[config.mk]
export PLATFORM = sky130hd
export DESIGN_NAME = moe_topk_expert_router
export DESIGN_NICKNAME = d
export VERILOG_FILES = /design/src/mtr_pkg.sv /design/src/moe_topk_expert_router.sv /design/src/mtr_div.sv /design/src/mtr_dp.sv /design/src/mtr_ctrl.sv
export SDC_FILE = /design/constraint.sdc
export NUM_CORES = 2
export LEC_CHECK = 0
export BUFFER_PORTS_ARGS = -buffer_cell sky130_fd_sc_hd__clkbuf_2
export CORE_ASPECT_RATIO = 1.2
export CORE_UTILIZATION = 50
export DETAILED_ROUTE_END_ITERATION = 8
export PLACE_DENSITY = 0.74
export SLEW_MARGIN = 20
export SYNTH_ARGS = -nofsm -noshare
export SYNTH_HDL_FRONTEND = slang
export SYNTH_SLANG_ARGS = --single-unit
[constraint.sdc]
create_clock -name clk -period 16.5 [get_ports clk]
set_input_delay 0.825 -clock clk [delete_from_list [all_inputs] [get_ports clk]]
set_output_delay 0.825 -clock clk [all_outputs]
set_load 0.005 [all_outputs]
[src/mtr_pkg.sv]
package mtr_pkg;

    localparam int MAX_EXPERTS_DEF = 256;
    localparam int MAX_TOPK_DEF    = 8;

    localparam int LOGIT_W    = 16;
    localparam int SCORE_W    = 17;
    localparam int SCALE_W    = 16;
    localparam int TOPK_W     = 4;
    localparam int ID_W       = 9;
    localparam int WEIGHT_W   = 32;
    localparam int PROD_W     = 33;
    localparam int DIVD_W     = 42;
    localparam int CFG_ADDR_W = 2;
    localparam int CFG_DATA_W = 16;
    localparam int IN_DATA_W  = 32;
    localparam int OUT_DATA_W = 48;

    localparam logic [WEIGHT_W-1:0] W_MAX = {1'b0, {(WEIGHT_W-1){1'b1}}};
    localparam logic [WEIGHT_W-1:0] W_MIN = {1'b1, {(WEIGHT_W-1){1'b0}}};

    typedef enum logic [CFG_ADDR_W-1:0] {
        REG_TOP_K        = 2'd0,
        REG_NEED_NORM    = 2'd1,
        REG_ROUTE_SCALE  = 2'd2,
        REG_SHARED_SCALE = 2'd3
    } cfg_reg_t;

    typedef enum logic [2:0] {
        ST_COLLECT,
        ST_SUM,
        ST_MUL,
        ST_CALC,
        ST_DIV,
        ST_OUT,
        ST_SHARED
    } state_t;

    typedef struct packed {
        logic accept;
        logic last;
        logic sum_add;
        logic j_inc;
        logic j_clr;
        logic load_prod;
        logic div_start;
        logic load_res;
        logic load_shared;
        logic list_clr;
    } dp_cmd_t;

    typedef struct packed {
        logic n_zero;
        logic j_last;
        logic use_div;
        logic div_done;
    } dp_sts_t;

endpackage

[src/moe_topk_expert_router.sv]
// Top-k expert router: takes one expert's gate logit and bias per cycle while
// collecting a token, inserting it into a sorted list of up to MAX_TOPK entries
// in the cycle it is accepted. On the last expert the intake closes while
// results are produced: the n chosen logits are summed (skipped when the list is
// empty), then each routed result takes a multiply step and a calc step (plus
// the bit-serial divider when normalising by a non-zero sum) and the output
// handshake, then one shared-expert result follows.
// Intake reopens the cycle after the shared result is taken.
module moe_topk_expert_router #(
    parameter int MAX_EXPERTS = mtr_pkg::MAX_EXPERTS_DEF,
    parameter int MAX_TOPK    = mtr_pkg::MAX_TOPK_DEF
) (
    input  logic                              clk,
    input  logic                              rst_n,
    input  logic                              cfg_we,
    input  logic [mtr_pkg::CFG_ADDR_W-1:0]    cfg_addr,
    input  logic [mtr_pkg::CFG_DATA_W-1:0]    cfg_data,
    input  logic                              s_tvalid,
    output logic                              s_tready,
    input  logic [mtr_pkg::IN_DATA_W-1:0]     s_tdata,   // logit, gate_bias
    input  logic                              s_tlast,
    output logic                              m_tvalid,
    input  logic                              m_tready,
    output logic [mtr_pkg::OUT_DATA_W-1:0]    m_tdata,   // expert_id, weight, pad
    output logic                              m_tlast
);

    mtr_pkg::dp_cmd_t                    cmd;
    mtr_pkg::dp_sts_t                    sts;
    logic [mtr_pkg::ID_W-1:0]            expert_id;
    logic signed [mtr_pkg::WEIGHT_W-1:0] weight;

    mtr_ctrl u_ctrl (
        .clk      (clk),
        .rst_n    (rst_n),
        .s_tvalid (s_tvalid),
        .s_tlast  (s_tlast),
        .m_tready (m_tready),
        .sts      (sts),
        .s_tready (s_tready),
        .m_tvalid (m_tvalid),
        .cmd      (cmd)
    );

    mtr_dp #(
        .MAX_EXPERTS (MAX_EXPERTS),
        .MAX_TOPK    (MAX_TOPK)
    ) u_dp (
        .clk         (clk),
        .rst_n       (rst_n),
        .cfg_we      (cfg_we),
        .cfg_addr    (cfg_addr),
        .cfg_data    (cfg_data),
        .logit       (s_tdata[15:0]),
        .gate_bias   (s_tdata[31:16]),
        .cmd         (cmd),
        .sts         (sts),
        .expert_id   (expert_id),
        .weight      (weight),
        .last_result (m_tlast)
    );

    assign m_tdata = {7'b0, weight, expert_id};

endmodule

[src/mtr_div.sv]
module mtr_div #(
    parameter int DIVD_W = mtr_pkg::DIVD_W,
    parameter int DVS_W  = 21
) (
    input  logic              clk,
    input  logic              rst_n,
    input  logic              start,
    input  logic [DIVD_W-1:0] dividend,
    input  logic [DVS_W-1:0]  divisor,
    output logic              done,
    output logic [DIVD_W-1:0] quotient
);

    localparam int CNT_W = $clog2(DIVD_W + 1);

    logic [DIVD_W-1:0] quo_reg, quo_next;
    logic [DVS_W-1:0]  rem_reg, rem_next;
    logic [DVS_W-1:0]  dvs_reg;
    logic [CNT_W-1:0]  cnt_reg, cnt_next;
    logic              busy_reg, busy_next;
    logic              done_reg, done_next;
    logic [DVS_W:0]    trial;
    logic              fits;

    always_comb
    begin
        trial    = {rem_reg, quo_reg[DIVD_W-1]};
        fits     = trial >= {1'b0, dvs_reg};
        quo_next = quo_reg;
        rem_next = rem_reg;
        cnt_next = cnt_reg;
        busy_next = busy_reg;
        done_next = done_reg;
        if (start)
        begin
            quo_next  = dividend;
            rem_next  = '0;
            cnt_next  = '0;
            busy_next = 1'b1;
            done_next = 1'b0;
        end
        else if (busy_reg)
        begin
            quo_next = {quo_reg[DIVD_W-2:0], fits};
            rem_next = fits ? DVS_W'(trial - {1'b0, dvs_reg}) : trial[DVS_W-1:0];
            cnt_next = cnt_reg + 1'b1;
            if (cnt_reg == CNT_W'(DIVD_W - 1))
            begin
                busy_next = 1'b0;
                done_next = 1'b1;
            end
        end
    end

    always_ff @(posedge clk or negedge rst_n)
    begin
        if (!rst_n)
        begin
            busy_reg <= 1'b0;
            done_reg <= 1'b0;
            cnt_reg  <= '0;
        end
        else
        begin
            busy_reg <= busy_next;
            done_reg <= done_next;
            cnt_reg  <= cnt_next;
        end
    end

    always_ff @(posedge clk)
    begin
        quo_reg <= quo_next;
        rem_reg <= rem_next;
        if (start)
        begin
            dvs_reg <= divisor;
        end
    end

    assign done     = done_reg;
    assign quotient = quo_reg;

endmodule

[src/mtr_dp.sv]
module mtr_dp #(
    parameter int MAX_EXPERTS = mtr_pkg::MAX_EXPERTS_DEF,
    parameter int MAX_TOPK    = mtr_pkg::MAX_TOPK_DEF
) (
    input  logic                                clk,
    input  logic                                rst_n,
    input  logic                                cfg_we,
    input  logic [mtr_pkg::CFG_ADDR_W-1:0]      cfg_addr,
    input  logic [mtr_pkg::CFG_DATA_W-1:0]      cfg_data,
    input  logic signed [mtr_pkg::LOGIT_W-1:0]  logit,
    input  logic signed [mtr_pkg::LOGIT_W-1:0]  gate_bias,
    input  mtr_pkg::dp_cmd_t                    cmd,
    output mtr_pkg::dp_sts_t                    sts,
    output logic [mtr_pkg::ID_W-1:0]            expert_id,
    output logic signed [mtr_pkg::WEIGHT_W-1:0] weight,
    output logic                                last_result
);

    localparam int IDX_W = $clog2(MAX_EXPERTS);
    localparam int CNT_W = $clog2(MAX_TOPK + 1);
    localparam int POS_W = (MAX_TOPK > 1) ? $clog2(MAX_TOPK) : 1;
    localparam int SUM_W = mtr_pkg::SCORE_W + $clog2(MAX_TOPK);
    localparam int DVS_W = SUM_W + 1;
    localparam int LW    = mtr_pkg::LOGIT_W;
    localparam int WW    = mtr_pkg::WEIGHT_W;
    localparam int PW    = mtr_pkg::PROD_W;
    localparam int DW    = mtr_pkg::DIVD_W;

    localparam logic [WW-1:0] W_MAX_L = mtr_pkg::W_MAX;
    localparam logic [WW-1:0] W_MIN_L = mtr_pkg::W_MIN;

    logic [mtr_pkg::TOPK_W-1:0]  top_k_reg;
    logic                        need_norm_reg;
    logic [mtr_pkg::SCALE_W-1:0] route_scale_reg;
    logic [mtr_pkg::SCALE_W-1:0] shared_scale_reg;

    logic signed [mtr_pkg::SCORE_W-1:0] best_score_reg [MAX_TOPK];
    logic signed [LW-1:0]               best_logit_reg [MAX_TOPK];
    logic [IDX_W-1:0]                   best_index_reg [MAX_TOPK];
    logic [CNT_W-1:0]                   filled_reg, filled_next;
    logic [IDX_W-1:0]                   counter_reg, counter_next;
    logic [POS_W-1:0]                   j_reg;
    logic signed [SUM_W-1:0]            acc_reg;
    logic signed [PW-1:0]               prod_reg;
    logic [mtr_pkg::ID_W-1:0]           out_id_reg;
    logic [WW-1:0]                      out_w_reg;
    logic                               out_last_reg;

    logic [CNT_W-1:0]                   cap, n, p, top;
    logic signed [mtr_pkg::SCORE_W-1:0] score_in;
    logic                               do_ins;
    logic signed [PW-1:0]               prod_c;
    logic                               prod_neg, sum_neg, q_neg;
    logic [WW-1:0]                      prod_mag;
    logic [SUM_W-1:0]                   sum_mag;
    logic [DW-1:0]                      dividend;
    logic [DW-1:0]                      quo;
    logic                               div_done;
    logic [WW:0]                        dq_full;
    logic [WW-1:0]                      dq, w_direct, w_zero, w_div, w_sel;
    logic [mtr_pkg::ID_W+IDX_W-1:0]     id_full;

    always_ff @(posedge clk or negedge rst_n)
    begin
        if (!rst_n)
        begin
            top_k_reg        <= mtr_pkg::TOPK_W'(1);
            need_norm_reg    <= 1'b0;
            route_scale_reg  <= mtr_pkg::SCALE_W'(256);
            shared_scale_reg <= mtr_pkg::SCALE_W'(256);
        end
        else if (cfg_we)
        begin
            unique case (mtr_pkg::cfg_reg_t'(cfg_addr))
                mtr_pkg::REG_TOP_K:        top_k_reg        <= cfg_data[mtr_pkg::TOPK_W-1:0];
                mtr_pkg::REG_NEED_NORM:    need_norm_reg    <= cfg_data[0];
                mtr_pkg::REG_ROUTE_SCALE:  route_scale_reg  <= cfg_data;
                mtr_pkg::REG_SHARED_SCALE: shared_scale_reg <= cfg_data;
                default:                   need_norm_reg    <= need_norm_reg;
            endcase
        end
    end

    always_comb
    begin
        cap      = (32'(top_k_reg) > MAX_TOPK) ? CNT_W'(MAX_TOPK) : CNT_W'(top_k_reg);
        n        = (filled_reg < cap) ? filled_reg : cap;
        top      = (n < cap) ? n : cap - 1'b1;
        score_in = mtr_pkg::SCORE_W'(logit) + mtr_pkg::SCORE_W'(gate_bias);
        p        = '0;
        for (int i = 0; i < MAX_TOPK; i++)
        begin
            if ((CNT_W'(i) < n) && (best_score_reg[i] >= score_in))
            begin
                p = p + 1'b1;
            end
        end
        do_ins = cmd.accept && (p < cap);
    end

    always_ff @(posedge clk)
    begin
        if (do_ins)
        begin
            for (int i = 0; i < MAX_TOPK; i++)
            begin
                if (CNT_W'(i) == p)
                begin
                    best_score_reg[i] <= score_in;
                    best_logit_reg[i] <= logit;
                    best_index_reg[i] <= counter_reg;
                end
                else if ((CNT_W'(i) > p) && (CNT_W'(i) <= top) && (i > 0))
                begin
                    best_score_reg[i] <= best_score_reg[(i > 0) ? i - 1 : 0];
                    best_logit_reg[i] <= best_logit_reg[(i > 0) ? i - 1 : 0];
                    best_index_reg[i] <= best_index_reg[(i > 0) ? i - 1 : 0];
                end
            end
        end
    end

    always_comb
    begin
        filled_next = filled_reg;
        if (cmd.list_clr)
        begin
            filled_next = '0;
        end
        else if (do_ins)
        begin
            filled_next = (n < cap) ? n + 1'b1 : cap;
        end
        counter_next = counter_reg;
        if (cmd.accept)
        begin
            if (cmd.last || (32'(counter_reg) + 1 >= MAX_EXPERTS))
            begin
                counter_next = '0;
            end
            else
            begin
                counter_next = counter_reg + 1'b1;
            end
        end
    end

    always_ff @(posedge clk or negedge rst_n)
    begin
        if (!rst_n)
        begin
            filled_reg  <= '0;
            counter_reg <= '0;
            j_reg       <= '0;
        end
        else
        begin
            filled_reg  <= filled_next;
            counter_reg <= counter_next;
            if (cmd.j_clr)
            begin
                j_reg <= '0;
            end
            else if (cmd.j_inc)
            begin
                j_reg <= j_reg + 1'b1;
            end
        end
    end

    assign prod_c = PW'(best_logit_reg[j_reg]) * $signed({1'b0, route_scale_reg});

    always_ff @(posedge clk)
    begin
        if (cmd.last)
        begin
            acc_reg <= '0;
        end
        else if (cmd.sum_add)
        begin
            acc_reg <= acc_reg + SUM_W'(best_logit_reg[j_reg]);
        end
        if (cmd.load_prod)
        begin
            prod_reg <= prod_c;
        end
        if (cmd.load_res)
        begin
            out_id_reg   <= id_full[mtr_pkg::ID_W-1:0];
            out_w_reg    <= w_sel;
            out_last_reg <= 1'b0;
        end
        else if (cmd.load_shared)
        begin
            out_id_reg   <= '0;
            out_w_reg    <= WW'({shared_scale_reg, 8'h00});
            out_last_reg <= 1'b1;
        end
    end

    always_comb
    begin
        prod_neg = prod_reg[PW-1];
        prod_mag = prod_neg ? WW'(-prod_reg) : WW'(prod_reg);
        sum_neg  = acc_reg[SUM_W-1];
        sum_mag  = sum_neg ? SUM_W'(-acc_reg) : SUM_W'(acc_reg);
        q_neg    = prod_neg ^ sum_neg;
        dividend = DW'({prod_mag, 9'b0}) + DW'(sum_mag);
        dq_full  = ({1'b0, prod_mag} + (WW + 1)'(8)) >> 4;
        dq       = dq_full[WW-1:0];
        w_direct = prod_neg ? WW'(-dq) : dq;
        w_zero   = prod_neg ? W_MIN_L : ((prod_mag != '0) ? W_MAX_L : '0);
        if (!q_neg)
        begin
            w_div = (quo > DW'(mtr_pkg::W_MAX)) ? mtr_pkg::W_MAX : quo[WW-1:0];
        end
        else
        begin
            w_div = (quo > DW'(mtr_pkg::W_MIN)) ? mtr_pkg::W_MIN : WW'(-quo[WW-1:0]);
        end
        priority if (!need_norm_reg)
        begin
            w_sel = w_direct;
        end
        else if (acc_reg == '0)
        begin
            w_sel = w_zero;
        end
        else
        begin
            w_sel = w_div;
        end
        id_full = (mtr_pkg::ID_W + IDX_W)'(best_index_reg[j_reg]) + 1'b1;
    end

    mtr_div #(
        .DIVD_W (DW),
        .DVS_W  (DVS_W)
    ) u_div (
        .clk      (clk),
        .rst_n    (rst_n),
        .start    (cmd.div_start),
        .dividend (dividend),
        .divisor  ({sum_mag, 1'b0}),
        .done     (div_done),
        .quotient (quo)
    );

    always_comb
    begin
        sts.n_zero   = (n == '0);
        sts.j_last   = (CNT_W'(j_reg) == n - 1'b1);
        sts.use_div  = need_norm_reg && (acc_reg != '0);
        sts.div_done = div_done;
    end

    assign expert_id   = out_id_reg;
    assign weight      = out_w_reg;
    assign last_result = out_last_reg;

endmodule

[src/mtr_ctrl.sv]
module mtr_ctrl (
    input  logic             clk,
    input  logic             rst_n,
    input  logic             s_tvalid,
    input  logic             s_tlast,
    input  logic             m_tready,
    input  mtr_pkg::dp_sts_t sts,
    output logic             s_tready,
    output logic             m_tvalid,
    output mtr_pkg::dp_cmd_t cmd
);

    mtr_pkg::state_t state_reg, state_next;

    always_ff @(posedge clk or negedge rst_n)
    begin
        if (!rst_n)
        begin
            state_reg <= mtr_pkg::ST_COLLECT;
        end
        else
        begin
            state_reg <= state_next;
        end
    end

    always_comb
    begin
        state_next = state_reg;
        unique case (state_reg)
            mtr_pkg::ST_COLLECT:
                if (s_tvalid && s_tlast)
                begin
                    state_next = mtr_pkg::ST_SUM;
                end
            mtr_pkg::ST_SUM:
                if (sts.n_zero)
                begin
                    state_next = mtr_pkg::ST_SHARED;
                end
                else if (sts.j_last)
                begin
                    state_next = mtr_pkg::ST_MUL;
                end
            mtr_pkg::ST_MUL:
                state_next = mtr_pkg::ST_CALC;
            mtr_pkg::ST_CALC:
                state_next = sts.use_div ? mtr_pkg::ST_DIV : mtr_pkg::ST_OUT;
            mtr_pkg::ST_DIV:
                if (sts.div_done)
                begin
                    state_next = mtr_pkg::ST_OUT;
                end
            mtr_pkg::ST_OUT:
                if (m_tready)
                begin
                    state_next = sts.j_last ? mtr_pkg::ST_SHARED : mtr_pkg::ST_MUL;
                end
            mtr_pkg::ST_SHARED:
                if (m_tready)
                begin
                    state_next = mtr_pkg::ST_COLLECT;
                end
            default:
                state_next = mtr_pkg::ST_COLLECT;
        endcase
    end

    always_comb
    begin
        cmd      = '0;
        s_tready = 1'b0;
        m_tvalid = 1'b0;
        unique case (state_reg)
            mtr_pkg::ST_COLLECT:
            begin
                s_tready   = 1'b1;
                cmd.accept = s_tvalid;
                cmd.last   = s_tvalid && s_tlast;
                cmd.j_clr  = s_tvalid && s_tlast;
            end
            mtr_pkg::ST_SUM:
            begin
                if (sts.n_zero)
                begin
                    cmd.load_shared = 1'b1;
                end
                else
                begin
                    cmd.sum_add = 1'b1;
                    cmd.j_clr   = sts.j_last;
                    cmd.j_inc   = !sts.j_last;
                end
            end
            mtr_pkg::ST_MUL:
                cmd.load_prod = 1'b1;
            mtr_pkg::ST_CALC:
            begin
                cmd.div_start = sts.use_div;
                cmd.load_res  = !sts.use_div;
            end
            mtr_pkg::ST_DIV:
                cmd.load_res = sts.div_done;
            mtr_pkg::ST_OUT:
            begin
                m_tvalid        = 1'b1;
                cmd.load_shared = m_tready && sts.j_last;
                cmd.j_inc       = m_tready && !sts.j_last;
            end
            mtr_pkg::ST_SHARED:
            begin
                m_tvalid     = 1'b1;
                cmd.list_clr = m_tready;
            end
            default:
                cmd = '0;
        endcase
    end

    a_sides_exclusive: assert property (@(posedge clk) disable iff (!rst_n)
        !(s_tready && m_tvalid))
        else $error("input and output both open");

    a_div_follows: assert property (@(posedge clk) disable iff (!rst_n)
        cmd.div_start |=> (state_reg == mtr_pkg::ST_DIV))
        else $error("divider started outside divide step");

    a_shared_ends: assert property (@(posedge clk) disable iff (!rst_n)
        (state_reg == mtr_pkg::ST_SHARED && m_tready) |=> s_tready)
        else $error("not ready after shared result");

    a_res_needs_list: assert property (@(posedge clk) disable iff (!rst_n)
        cmd.load_res |-> !sts.n_zero)
        else $error("result loaded from empty list");

endmodule

==> impl_results.md <==
- Status: finished clean
- Post-synth EDFFs: 464
- Vias in the first global route: 33431
- Slew @ Worst Pin: 1120 ps
- Avg Cell Area, Syn: 10.5 µm²
- Post-CTS sizing: 0
- Mapped cell area: 0.0448 mm²
- Max cap viols: 0
- Synth Warn #: 0
- Finish-stage setup viols: 0
- Grt ovf: 0
- CP arrival: 13080 ps
- Final worst path period share: 0.773
- Clock sink count: 569
- Setup TNS Final: 0 ps
- Hold Fails Final Rpt: 0
- CTS root buf: clkbuf_16
- Hold Crit Class: in2reg
- Post-Syn Instances: 4254
- Max-slew headroom: 0.245
- # port buffers: 99
- Layout cells sized above 1: 0.160
- Clk_lat worst skew: 670 ps
- Commonest non-fill, non-tap cell in the layout: edfxtp_1
- Minimum clock period: 12750 ps
- Cell Rows: 119
- Clk slew on worst S/H paths: 60 ps
- Starting density of the core: 0.507
- Crit path kind: in2reg
- CP endpoint kind: flop
- Most used DFF post-synth: edfxtp_1
- Core Area: 0.0883 mm²
- Die Area: 0.0908 mm²
- H-tree levels: 2
- DR vias: 33580
- WL final: 122000 µm
- Layout Nets: 4892
- Wirelength per Cell: 22.2 µm
- Max Freq: 78.4 MHz
- Crit path launch type: input pin
- Unrepaired setup endpoints after global routing: false
- CP dominant cell by count: ha_1
- Iteration-0 DRC count of the detailed router: 2815
- Worst-path fanout max: 22
- Number of flip-flops under the largest register name: 136
- Antenna violations before repair: 2
- Die Span Y: 330 µm
- Max incr delay on CP: 820 ps
- Clk buf depth: 3
- GP Congestion: 0.939
- Sequential element share of the synthesized area: 0.365
- Final Core Density: 0.550
- First-pass GRT wire length: 189000 µm
- Synthesis-to-layout area growth: 8.41%
- I/O pin cnt: 107
- Drt pass-1 iters: 6
- Largest net degree at the start of global routing: 89
- Final Max Tran Viols: 0
- Ys async rst share: 0.111
- Most frequent cells in the layout: edfxtp_1, inv_1, nand2_1
- Clock buffer count from CTS: 61
- Post-DRT Antenna Nets: 0
- Worst path slowest cell: a31oi_4
- #FFs+latches synth: 569
- Worst Skew: 42.5 ps
- DR vias/cell: 6.11
- HPWL Detailed: 90000 µm
- CTS tree: yes
- Post-route DRC: 0
- Cell variety after synth: 102
- Die W: 275 µm
- All-Layer GR Usage: 0.269
- Req. time, crit path: 16830 ps
-- cell type report --
type	instances	area (µm²)
Clock inverter	25	228
Timing Repair Buffer	162	973
Fill cell	7422	39700
Multi-Input combinational cell	3127	26400
Sequential cell	569	16400
Inverter	379	1420
Antenna cell	1	2.50
Clock buffer	85	1730
Tap cell	1149	1440
-- worst max-delay path: cells and delay by family --
| kind | cells | cell delay [ps] |
|---|---|---|
| buffers and inverters | 7 | 1420 |
| xor gates and xnor gates | 2 | 1240 |
| adders and majority gates | 10 | 2900 |
| and+or+nand+nor | 13 | 1970 |
| AOI/OAI and AO/OA | 19 | 4670 |
-- repair_timing --
action                    CTS  global route
hold endpoints to repair    2             0
setup buffers               0             0
hold buffers                1             0
-- final timing paths --
kind / from / endpoint / slack [ps] / cells after the start
worst max register to register: u_dp.top_k_reg[3] / u_dp.best_logit_reg[3][5] / 4950 / 42
worst min register to register: u_dp.u_div.rem_reg[20] / u_dp.u_div.rem_reg[20] / 490 / 2
worst max-delay path: s_tdata[0] / u_dp.best_logit_reg[3][5] / 3750 / 51
min in group asynchronous: rst_n / u_dp.filled_reg[2] / 550 / 2
max in group asynchronous: rst_n / u_dp.shared_scale_reg[0] / 14940 / 3
worst min-delay path: s_tdata[0] / u_dp.best_logit_reg[0][0] / 480 / 1
-- routing by layer --
metal  vias to the layer above  wire length [µm]  track usage
met3                       331              7150       0.0326
li1                      15369                 -            -
met4                         2              6340        0.133
met5                         -                10            0
met2                      1289             61700        0.476
met1                     16589             47100        0.320
-- cell usage after synthesis (39+ instances only) --
library cell  number  area share
a21o_1            43      0.0072
a21oi_1          187       0.021
and2_1            72       0.010
clkbuf_1         133       0.011
dfrtp_1           60       0.034
dfxtp_1           42       0.019
edfxtp_1         464        0.31
fa_1             198       0.088
ha_1             338       0.094
inv_1            374       0.031
mux2_2           328       0.082
mux2i_1           41      0.0092
mux4_2            48       0.024
nand2_1          362       0.030
nand3_1           68      0.0076
nor2_1           217       0.018
nor2b_1           87       0.012
nor3_1            78      0.0087
o21ai_0          219       0.024
o31ai_1           40      0.0067
or3_1             39      0.0054
xnor2_1          148       0.029
xor2_1            76       0.015
-- cells by family (layout without fill, tap and decap cells) --
| family | count (synthesis) | in the layout | synth area share |
|---|---|---|---|
| AOI/OAI and AO/OA | 773 | 773 | 0.111 |
| xor gates and xnor gates | 228 | 228 | 0.0457 |
| adders and majority gates | 536 | 536 | 0.183 |
| buffers and inverters | 564 | 651 | 0.0489 |
| DFF | 569 | 569 | 0.365 |
| muxes | 429 | 429 | 0.119 |
| other | 1 | 8 | 0.0000837 |
| and+or+nand+nor | 1154 | 1154 | 0.128 |
-- through the flow --
step	cells	setup WS, ps	hold WS (ps)	area [µm²]
floorplan	4260	3360	437	44800
global placement	5385	3520	468	46600
detailed placement	5385	3310	486	46600
CTS	5496	3890	438	48600
global route	5496	2930	479	48600
finish	5497	3750	480	48600
Power is left out: the tool's default activity adds up to more than one toggle a clock period on the data nets, which glitch-free logic cannot reach.
